## src/rtl/core/sbce_pkg.sv

```systemverilog
// ----------------------------------------------------------------------------
// sbce_pkg
// Shared types, constants and helpers of the sensor bank change-event block.
// ----------------------------------------------------------------------------
`default_nettype none

package sbce_pkg;

    localparam int MODULE_W   = 3;   // module index width
    localparam int BYTE_W     = 8;   // contact byte width
    localparam int CONTACT_W  = 5;   // contact number width
    localparam int MASK_W     = 32;  // four groups of eight change bits
    localparam int POS_W      = 5;   // index into the change mask
    localparam int QUEUE_DEPTH = 2;
    localparam int QPTR_W     = (QUEUE_DEPTH > 1) ? $clog2(QUEUE_DEPTH) : 1;
    localparam int QCNT_W     = $clog2(QUEUE_DEPTH + 1);

    // Change record handed from front to back.
    // mask[7:0] set in first byte, [15:8] set in second byte,
    // [23:16] cleared in first byte, [31:24] cleared in second byte.
    typedef struct packed {
        logic [MODULE_W-1:0] module_index;
        logic [MASK_W-1:0]   mask;
    } t_change;

    typedef struct packed {
        logic full;
        logic empty;
    } t_q_status;

    typedef struct packed {
        logic [MODULE_W-1:0]  event_module;
        logic [CONTACT_W-1:0] contact_number;
        logic                 released;
        logic                 last_event;
    } t_event;

    // Position of the lowest set bit; zero for an empty mask.
    function automatic logic [POS_W-1:0] f_lsb_index(input logic [MASK_W-1:0] mask);
        logic [POS_W-1:0] idx;
        idx = '0;
        for (int i = MASK_W - 1; i >= 0; i--) begin
            if (mask[i]) begin
                idx = POS_W'(i);
            end
        end
        return idx;
    endfunction

    // Contact number for a mask position: 8 minus bit, plus 8 for second byte.
    function automatic logic [CONTACT_W-1:0] f_contact(input logic [POS_W-1:0] pos);
        return CONTACT_W'(8) - {2'b00, pos[2:0]} + {1'b0, pos[3], 3'b000};
    endfunction

endpackage

`default_nettype wire

```

## src/rtl/core/sbce_if.sv

```systemverilog
// ----------------------------------------------------------------------------
// sbce_if
// Valid/ready channels for sensor readings and change events.
// ----------------------------------------------------------------------------
`default_nettype none

interface sbce_in_if;
    logic       valid;
    logic       ready;
    logic [2:0] module_index;
    logic [7:0] first_byte;
    logic [7:0] second_byte;

    modport source (output valid, module_index, first_byte, second_byte, input ready);
    modport sink   (input valid, module_index, first_byte, second_byte, output ready);
endinterface

interface sbce_out_if;
    logic       valid;
    logic       ready;
    logic [2:0] event_module;
    logic [4:0] contact_number;
    logic       released;
    logic       last_event;

    modport source (output valid, event_module, contact_number, released, last_event,
                    input ready);
    modport sink   (input valid, event_module, contact_number, released, last_event,
                    output ready);
endinterface

`default_nettype wire

```

## src/rtl/core/sbce_front.sv

```systemverilog
// ----------------------------------------------------------------------------
// sbce_front
// Takes readings, compares against stored contacts, pushes change records.
// ----------------------------------------------------------------------------
`default_nettype none

module sbce_front
    import sbce_pkg::*;
#(
    parameter int NUM_MODULES = 8
) (
    input  wire logic                i_clk,
    input  wire logic                i_rst_n,
    input  wire logic                i_valid,
    output logic                     o_ready,
    input  wire logic [MODULE_W-1:0] i_module_index,
    input  wire logic [BYTE_W-1:0]   i_first_byte,
    input  wire logic [BYTE_W-1:0]   i_second_byte,
    input  wire t_q_status           i_q_status,
    output logic                     o_push,
    output t_change                  o_push_data
);

    // Only indexes reachable through the 3-bit field need storage.
    localparam int DEPTH = (NUM_MODULES < (1 << MODULE_W)) ? NUM_MODULES : (1 << MODULE_W);
    localparam int IDX_W = (DEPTH > 1) ? $clog2(DEPTH) : 1;
    localparam logic [5:0] NUM_MOD = 6'(NUM_MODULES);

    logic [2*BYTE_W-1:0] r_prev [DEPTH];

    logic                accept;
    logic                in_range;
    logic [IDX_W-1:0]    idx;
    logic [2*BYTE_W-1:0] prev_bits;
    logic [2*BYTE_W-1:0] new_bits;

    assign o_ready   = !i_q_status.full;
    assign accept    = i_valid && o_ready;
    assign in_range  = {3'b000, i_module_index} < NUM_MOD;
    assign idx       = i_module_index[IDX_W-1:0];
    assign prev_bits = in_range ? r_prev[idx] : '0;
    assign new_bits  = {i_second_byte, i_first_byte};

    assign o_push_data.module_index = i_module_index;
    assign o_push_data.mask = {prev_bits & ~new_bits, new_bits & ~prev_bits};
    // unchanged or out-of-range readings produce no record
    assign o_push = accept && in_range && (|o_push_data.mask);

    always_ff @(posedge i_clk) begin
        if (!i_rst_n) begin
            for (int i = 0; i < DEPTH; i++) begin
                r_prev[i] <= '0;
            end
        end else if (accept && in_range) begin
            r_prev[idx] <= new_bits;
        end
    end

endmodule

`default_nettype wire

```

## src/rtl/core/sbce_queue.sv

```systemverilog
// ----------------------------------------------------------------------------
// sbce_queue
// Short FIFO of change records between front and back.
// ----------------------------------------------------------------------------
`default_nettype none

module sbce_queue
    import sbce_pkg::*;
(
    input  wire logic    i_clk,
    input  wire logic    i_rst_n,
    input  wire logic    i_push,
    input  wire t_change i_push_data,
    input  wire logic    i_pop,
    output t_change      o_pop_data,
    output t_q_status    o_status
);

    t_change            r_mem [QUEUE_DEPTH];
    logic [QPTR_W-1:0]  r_wr;
    logic [QPTR_W-1:0]  r_rd;
    logic [QCNT_W-1:0]  r_cnt;
    logic               do_push;
    logic               do_pop;

    assign o_status.full  = (r_cnt == QCNT_W'(QUEUE_DEPTH));
    assign o_status.empty = (r_cnt == '0);
    assign do_push        = i_push && !o_status.full;
    assign do_pop         = i_pop && !o_status.empty;
    assign o_pop_data     = r_mem[r_rd];

    always_ff @(posedge i_clk) begin
        if (do_push) begin
            r_mem[r_wr] <= i_push_data;
        end
    end

    always_ff @(posedge i_clk) begin
        if (!i_rst_n) begin
            r_wr  <= '0;
            r_rd  <= '0;
            r_cnt <= '0;
        end else begin
            if (do_push) begin
                r_wr <= (r_wr == QPTR_W'(QUEUE_DEPTH - 1)) ? '0 : r_wr + 1'b1;
            end
            if (do_pop) begin
                r_rd <= (r_rd == QPTR_W'(QUEUE_DEPTH - 1)) ? '0 : r_rd + 1'b1;
            end
            if (do_push && !do_pop) begin
                r_cnt <= r_cnt + 1'b1;
            end else if (do_pop && !do_push) begin
                r_cnt <= r_cnt - 1'b1;
            end
        end
    end

endmodule

`default_nettype wire

```

## src/rtl/core/sbce_back.sv

```systemverilog
// ----------------------------------------------------------------------------
// sbce_back
// Serializes one change record into events, lowest mask bit first.
// ----------------------------------------------------------------------------
`default_nettype none

module sbce_back
    import sbce_pkg::*;
(
    input  wire logic      i_clk,
    input  wire logic      i_rst_n,
    input  wire t_q_status i_q_status,
    input  wire t_change   i_pop_data,
    output logic           o_pop,
    input  wire logic      i_out_ready,
    output logic           o_out_valid,
    output t_event         o_event
);

    logic                r_busy;
    logic [MASK_W-1:0]   r_mask;
    logic [MODULE_W-1:0] r_module;
    logic                r_out_valid;
    t_event              r_event;

    logic                fire;
    logic [POS_W-1:0]    pos;
    logic [MASK_W-1:0]   rest;

    assign o_pop       = !r_busy && !i_q_status.empty;
    assign fire        = r_busy && (!r_out_valid || i_out_ready);
    assign pos         = f_lsb_index(r_mask);
    assign rest        = r_mask & (r_mask - 1'b1);
    assign o_out_valid = r_out_valid;
    assign o_event     = r_event;

    always_ff @(posedge i_clk) begin
        if (!i_rst_n) begin
            r_busy      <= 1'b0;
            r_out_valid <= 1'b0;
        end else begin
            if (o_pop) begin
                r_busy <= 1'b1;
            end else if (fire && (rest == '0)) begin
                r_busy <= 1'b0;
            end
            if (fire) begin
                r_out_valid <= 1'b1;
            end else if (i_out_ready) begin
                r_out_valid <= 1'b0;
            end
        end
    end

    always_ff @(posedge i_clk) begin
        if (o_pop) begin
            r_mask   <= i_pop_data.mask;
            r_module <= i_pop_data.module_index;
        end else if (fire) begin
            r_mask <= rest;
        end
        if (fire) begin
            r_event.event_module   <= r_module;
            r_event.contact_number <= f_contact(pos);
            r_event.released       <= pos[4];
            r_event.last_event     <= (rest == '0);
        end
    end

endmodule

`default_nettype wire

```

## src/rtl/core/sensor_bank_change_events.sv

```systemverilog
// ----------------------------------------------------------------------------
// sensor_bank_change_events
// Turns polled sensor module readings into per-contact change events.
// ----------------------------------------------------------------------------
// Each accepted word is one reading of a module (index plus two contact
// bytes). The front compares it with the stored 16 bits of that module in
// the same cycle, stores the new reading and pushes a 32-bit change record
// into a two-entry queue; readings with no change, or with a module index
// not below NUM_MODULES, leave nothing behind. The back pops a record and
// emits one event word per cycle from its output register while the
// output is not stalled: newly set contacts of the first byte, then the
// second byte, then released contacts of the first byte, then the second,
// lowest bit first within each group, with last_event on the final one.
// A reading with k changed contacts yields k events and keeps the back
// busy until the last is issued, with no new record taken meanwhile; the
// one-event-per-cycle serializer sets the sustained rate. Input is taken
// whenever the queue has room, so unchanged readings go through at one
// per cycle. Reset clears stored contacts directly; no clearing pass needed.
// ----------------------------------------------------------------------------
`default_nettype none

module sensor_bank_change_events
    import sbce_pkg::*;
#(
    parameter int NUM_MODULES = 8
) (
    input  wire logic   i_clk,
    input  wire logic   i_rst_n,
    sbce_in_if.sink     i_in,
    sbce_out_if.source  o_out
);

    t_q_status q_status;
    t_change   push_data;
    t_change   pop_data;
    logic      push;
    logic      pop;
    logic      out_valid;
    t_event    out_event;

    // front: classify and record changes
    sbce_front #(
        .NUM_MODULES (NUM_MODULES)
    ) u_front (
        .i_clk          (i_clk),
        .i_rst_n        (i_rst_n),
        .i_valid        (i_in.valid),
        .o_ready        (i_in.ready),
        .i_module_index (i_in.module_index),
        .i_first_byte   (i_in.first_byte),
        .i_second_byte  (i_in.second_byte),
        .i_q_status     (q_status),
        .o_push         (push),
        .o_push_data    (push_data)
    );

    // decouples the input side from output stalls
    sbce_queue u_queue (
        .i_clk       (i_clk),
        .i_rst_n     (i_rst_n),
        .i_push      (push),
        .i_push_data (push_data),
        .i_pop       (pop),
        .o_pop_data  (pop_data),
        .o_status    (q_status)
    );

    // back: one event word per cycle while the output is not stalled
    sbce_back u_back (
        .i_clk       (i_clk),
        .i_rst_n     (i_rst_n),
        .i_q_status  (q_status),
        .i_pop_data  (pop_data),
        .o_pop       (pop),
        .i_out_ready (o_out.ready),
        .o_out_valid (out_valid),
        .o_event     (out_event)
    );

    assign o_out.valid          = out_valid;
    assign o_out.event_module   = out_event.event_module;
    assign o_out.contact_number = out_event.contact_number;
    assign o_out.released       = out_event.released;
    assign o_out.last_event     = out_event.last_event;

    // Queue can never report full and empty at once.
    a_queue_status: assert property (@(posedge i_clk) disable iff (!i_rst_n)
        !(q_status.full && q_status.empty))
        else $error("queue full and empty together");

    // Every event names a contact 1..16.
    a_contact_range: assert property (@(posedge i_clk) disable iff (!i_rst_n)
        o_out.valid |-> (o_out.contact_number >= 5'd1 && o_out.contact_number <= 5'd16))
        else $error("contact number out of range");

    // No event word right after reset.
    a_reset_quiet: assert property (@(posedge i_clk) disable iff (!i_rst_n)
        $past(!i_rst_n) |-> !o_out.valid)
        else $error("event valid right after reset");

endmodule

`default_nettype wire
```

## src/flat_wrapper.sv

```systemverilog
// flat-port wrapper written by rule: the top's interface ports become plain ports
module sensor_bank_change_events_flat import sbce_pkg::*;
#(
    parameter int NUM_MODULES = 8
)
  (i_clk, i_rst_n, i_in_valid, i_in_module_index, i_in_first_byte, i_in_second_byte, i_in_ready, o_out_valid, o_out_event_module, o_out_contact_number, o_out_released, o_out_last_event, o_out_ready);
  sbce_in_if i_in_i ();
  sbce_out_if o_out_i ();
  input  wire logic i_clk;
  input  wire logic i_rst_n;
  input wire logic [$bits(i_in_i.valid)-1:0] i_in_valid;
  input wire logic [$bits(i_in_i.module_index)-1:0] i_in_module_index;
  input wire logic [$bits(i_in_i.first_byte)-1:0] i_in_first_byte;
  input wire logic [$bits(i_in_i.second_byte)-1:0] i_in_second_byte;
  output wire logic [$bits(i_in_i.ready)-1:0] i_in_ready;
  output wire logic [$bits(o_out_i.valid)-1:0] o_out_valid;
  output wire logic [$bits(o_out_i.event_module)-1:0] o_out_event_module;
  output wire logic [$bits(o_out_i.contact_number)-1:0] o_out_contact_number;
  output wire logic [$bits(o_out_i.released)-1:0] o_out_released;
  output wire logic [$bits(o_out_i.last_event)-1:0] o_out_last_event;
  input wire logic [$bits(o_out_i.ready)-1:0] o_out_ready;
  assign i_in_i.valid = i_in_valid;
  assign i_in_i.module_index = i_in_module_index;
  assign i_in_i.first_byte = i_in_first_byte;
  assign i_in_i.second_byte = i_in_second_byte;
  assign i_in_ready = i_in_i.ready;
  assign o_out_valid = o_out_i.valid;
  assign o_out_event_module = o_out_i.event_module;
  assign o_out_contact_number = o_out_i.contact_number;
  assign o_out_released = o_out_i.released;
  assign o_out_last_event = o_out_i.last_event;
  assign o_out_i.ready = o_out_ready;
  sensor_bank_change_events #(.NUM_MODULES(NUM_MODULES)) u_core (.i_clk(i_clk), .i_rst_n(i_rst_n), .i_in(i_in_i), .o_out(o_out_i));
endmodule
```

## config.mk

```make
export PLATFORM = sky130hd
export DESIGN_NAME = sensor_bank_change_events_flat
export DESIGN_NICKNAME = d
export VERILOG_FILES = /design/src/rtl/core/sbce_pkg.sv /design/src/rtl/core/sbce_if.sv /design/src/rtl/core/sbce_front.sv /design/src/rtl/core/sbce_queue.sv /design/src/rtl/core/sbce_back.sv /design/src/rtl/core/sensor_bank_change_events.sv /design/src/flat_wrapper.sv
export SDC_FILE = /design/constraint.sdc
export NUM_CORES = 1
export LEC_CHECK = 0
export BUFFER_PORTS_ARGS = -buffer_cell sky130_fd_sc_hd__buf_2
export CORE_ASPECT_RATIO = 0.8
export CORE_MARGIN = 5
export CORE_UTILIZATION = 26
export DETAILED_ROUTE_END_ITERATION = 12
export GPL_TIMING_DRIVEN = 0
export PLACE_DENSITY_LB_ADDON = 0.25
export SLEW_MARGIN = 10
export SYNTH_ARGS = -nofsm -noshare
export SYNTH_HDL_FRONTEND = slang
export SYNTH_SLANG_ARGS = --single-unit
```

## constraint.sdc

```tcl
create_clock -name i_clk -period 5.83 [get_ports i_clk]
set_input_delay 0 -clock i_clk [delete_from_list [all_inputs] [get_ports i_clk]]
set_output_delay 0 -clock i_clk [all_outputs]
set_load 0.02 [all_outputs]
```

==> results_dict.tcl <==
set metrics [dict create \
    nNetsFinal 976 \
    power_density_mw_per_mm2 418.4 \
    combPwrFrac_pct 24.5 \
    synth.largest_area_cell "edfxtp_1" \
    power.leakage_uw 0.004670 \
    antenna_cells 0 \
    dpl-instance-area_mm2 0.01266 \
    worstPathArrival_ns 4.79 \
    ioPinCount 35 \
    fmax_mhz 230.7 \
    syn2layout_area_growth_pct 17.86 \
    clk_pin_slew_ns 0.06 \
    antenna_found_initial 0 \
    ys_async_sr_fraction_pct 0 \
    switching_share_pct 32.02 \
    drv_cap 0 \
    seq_area_frac_synth_pct 64.43 \
    drt_iter0_drc 844 \
    wl_mm 33.44 \
    portBuffers 34 \
    post-dp-hpwl_mm 24.14 \
    final_cell_count_no_fill 1570 \
    cts_resized 0 \
    yosysWarningCount 0 \
    timing.slew.headroom_pct 16.85 \
    ys_types 69 \
    critPathKind "in -> reg" \
    hold_slack_ns 0.1395 \
    cp-start-kind "input port" \
    p_int_uw 3870 \
    synth_nets 891 \
    route.detailed.drc 0 \
    wl_per_cell_um 21.30 \
    final_area_mm2 0.01361 \
    critical_path.max_fanout 10 \
    netlist.area_leader.share_pct 63.21 \
    chipHeight_um 198.5 \
    rsz0062_at_grt "false" \
    synth_common_cells "243 x edfxtp_1, 134 x and2_1, 53 x nor2_1" \
    synth_edf_count 243 \
    worst_slew_pin_slew_ns 1.247 \
    numCtsBuffers 27 \
    sequentialPowerShare_pct 46.0 \
    dieArea_mm2 0.04874 \
    required_ns 6.29 \
    end_kind "flip-flop" \
    gr-usage-all-layers_pct 13.51 \
    synth_ff_type "edfxtp_1" \
    coreArea_mm2 0.04420 \
    via_per_inst 4.731 \
    ir_drop_mv 0.2363 \
    setup_viol 0 \
    status "complete, no violations" \
    vias 7427 \
    fin_skew_ns 0.01060 \
    clockBufferDepth 3 \
    synth_most_common_cell "edfxtp_1" \
    hold_class "in -> reg" \
    place.gp.congestion 0.8590 \
    synth_area_mm2 0.01154 \
    synth_area_leaders "edfxtp_1 63%, and2_1 7.3%, mux2i_1 3.7%, mux4_2 2.0%, mux2_2 1.9%" \
    grt_max_degree 33 \
    cts_setup_buffers 0 \
    power_switching_uw 1823 \
    die_w_um 245.6 \
    cts_tree "done" \
    synth_seq_cells 250 \
    drtAntennaViolNets 0 \
    start_util_pct 26.12 \
    grt_overflow 0 \
    dp_cells 1513 \
    root_buffer "clkbuf_16" \
    num_rows 69 \
    finalHoldViolCount 0 \
    grt_pass1_vias 7258 \
    synth.avg_cell_area_um2 13.35 \
    cts_num_sinks 250 \
    post-route-min-period_ns 4.335 \
    synth_cells 865 \
    h-tree-depth 1 \
    post-route-period-util_pct 74.36 \
    drtPass1Iterations 5 \
    clock_latency_ns 0.54 \
    final_layout_size_suffix_gt1_share_pct 14.68 \
    drv_slew 0 \
    power_frac_clock_pct 29.5 \
    grt_pass1_wl_mm 49.05 \
]
power groups by stage:
stage               sequential, uW  clock [uW]  combinational, uW
global route                  2660        1790               1540
global placement              2660           0               1350
CTS                           2620        1710               1400
finish                        2620        1680               1390
floorplan                     2630           0                889
detailed placement            2650           0               1390
final cells by class:
type / instances / area [um2]
clock buffers: 31 / 690.7
well taps: 603 / 754.5
clock inverters: 15 / 147.6
flip-flops and latches: 250 / 7437
multi-input cells: 545 / 3834
repair buffers: 56 / 440.4
plain buffers: 58 / 256.5
fillers: 4491 / 30600
inverters: 12 / 45.04
registers in the layout, indices dropped and copies added (netlist names), 2 cells and up, named ones only:
signal                  cells
u_core.u_front.r_prev     128
u_core.u_queue.r_mem       70
u_core.u_back.r_mask       32
u_core.u_back.o_event      10
u_core.u_back.r_module      3
u_core.u_queue.r_cnt        2
cell families (layout without fill, tap and decap cells):
| family | Yosys count | in the layout | synth area share (%) |
|---|---|---|---|
| AO/OA/AOI/OAI | 143 | 143 | 8.552 |
| XOR/XNOR | 15 | 15 | 1.138 |
| adder cells (fa/ha/maj) | 7 | 7 | 0.6721 |
| buffers and inverters | 70 | 172 | 2.612 |
| flip-flops | 250 | 250 | 64.43 |
| multiplexers | 73 | 73 | 7.631 |
| AND/OR/NAND/NOR | 307 | 307 | 14.97 |
critical path, cell delays in order:
cell	delay, ns
dlygate4sd3_1	0.54
buf_2	0.14
buf_2	0.30
buf_2	0.37
buf_1	0.60
nand3_1	0.14
o2111a_1	0.26
xnor2_1	0.15
a2111oi_0	0.77
and4_1	0.48
nor2_1	0.14
ha_1	0.35
or3_1	0.37
a21boi_0	0.16
per-layer routing:
layer / global-route usage, % / routed length [um]
met5: 0 / 0
met4: 1.942 / 482
met3: 2.203 / 2100
met2: 19.01 / 13530
met1: 22.07 / 17330
stage by stage:
step | total power (uW) | utilization, % | worst slack, ns | TNS (ns)
2_1_floorplan | 3515 | - | 1.327 | 0
3_3_place_gp | 4010 | 28.21 | -1.435 | -50.02
3_5_place_dp | 4042 | 28.63 | 1.634 | 0
4_1_cts | 5725 | 30.78 | 1.623 | 0
5_1_grt | 5985 | 30.78 | 1.372 | 0
6_report | 5692 | 30.78 | 1.495 | 0
cell usage in the layout (no fill, tap or decap), types with 19 or more instances in the layout:
cell type,Yosys,routed
and2_1,134,133
buf_2,9,43
clkbuf_1,38,42
clkbuf_16,0,27
edfxtp_1,243,243
mux2_2,19,19
mux2i_1,43,43
nand2_1,19,19
nor2_1,53,53
nor3_1,24,23
o21ai_0,39,33
path summary, 6_finish.rpt:
| check | start | to | slack, ns | cells after the start |
|---|---|---|---|---|
| max | i_in_module_index[2] | u_core.u_queue.r_cnt[1] | 1.49 | 14 |
| min | i_in_second_byte[5] | u_core.u_queue.r_mem[1][29] | 0.14 | 3 |
| max reg2reg | u_core.u_front.r_prev[3][11] | u_core.u_queue.r_cnt[1] | 1.98 | 10 |
| min reg2reg | u_core.u_back.r_module[0] | u_core.u_back.o_event[7] | 0.42 | 0 |
repair_timing:
item | in CTS | in global routing
hold endpoints to repair | 54 | 0
hold buffers | 11 | 0
setup endpoints to repair | 0 | 0
(Power assumes the default switching activity.)
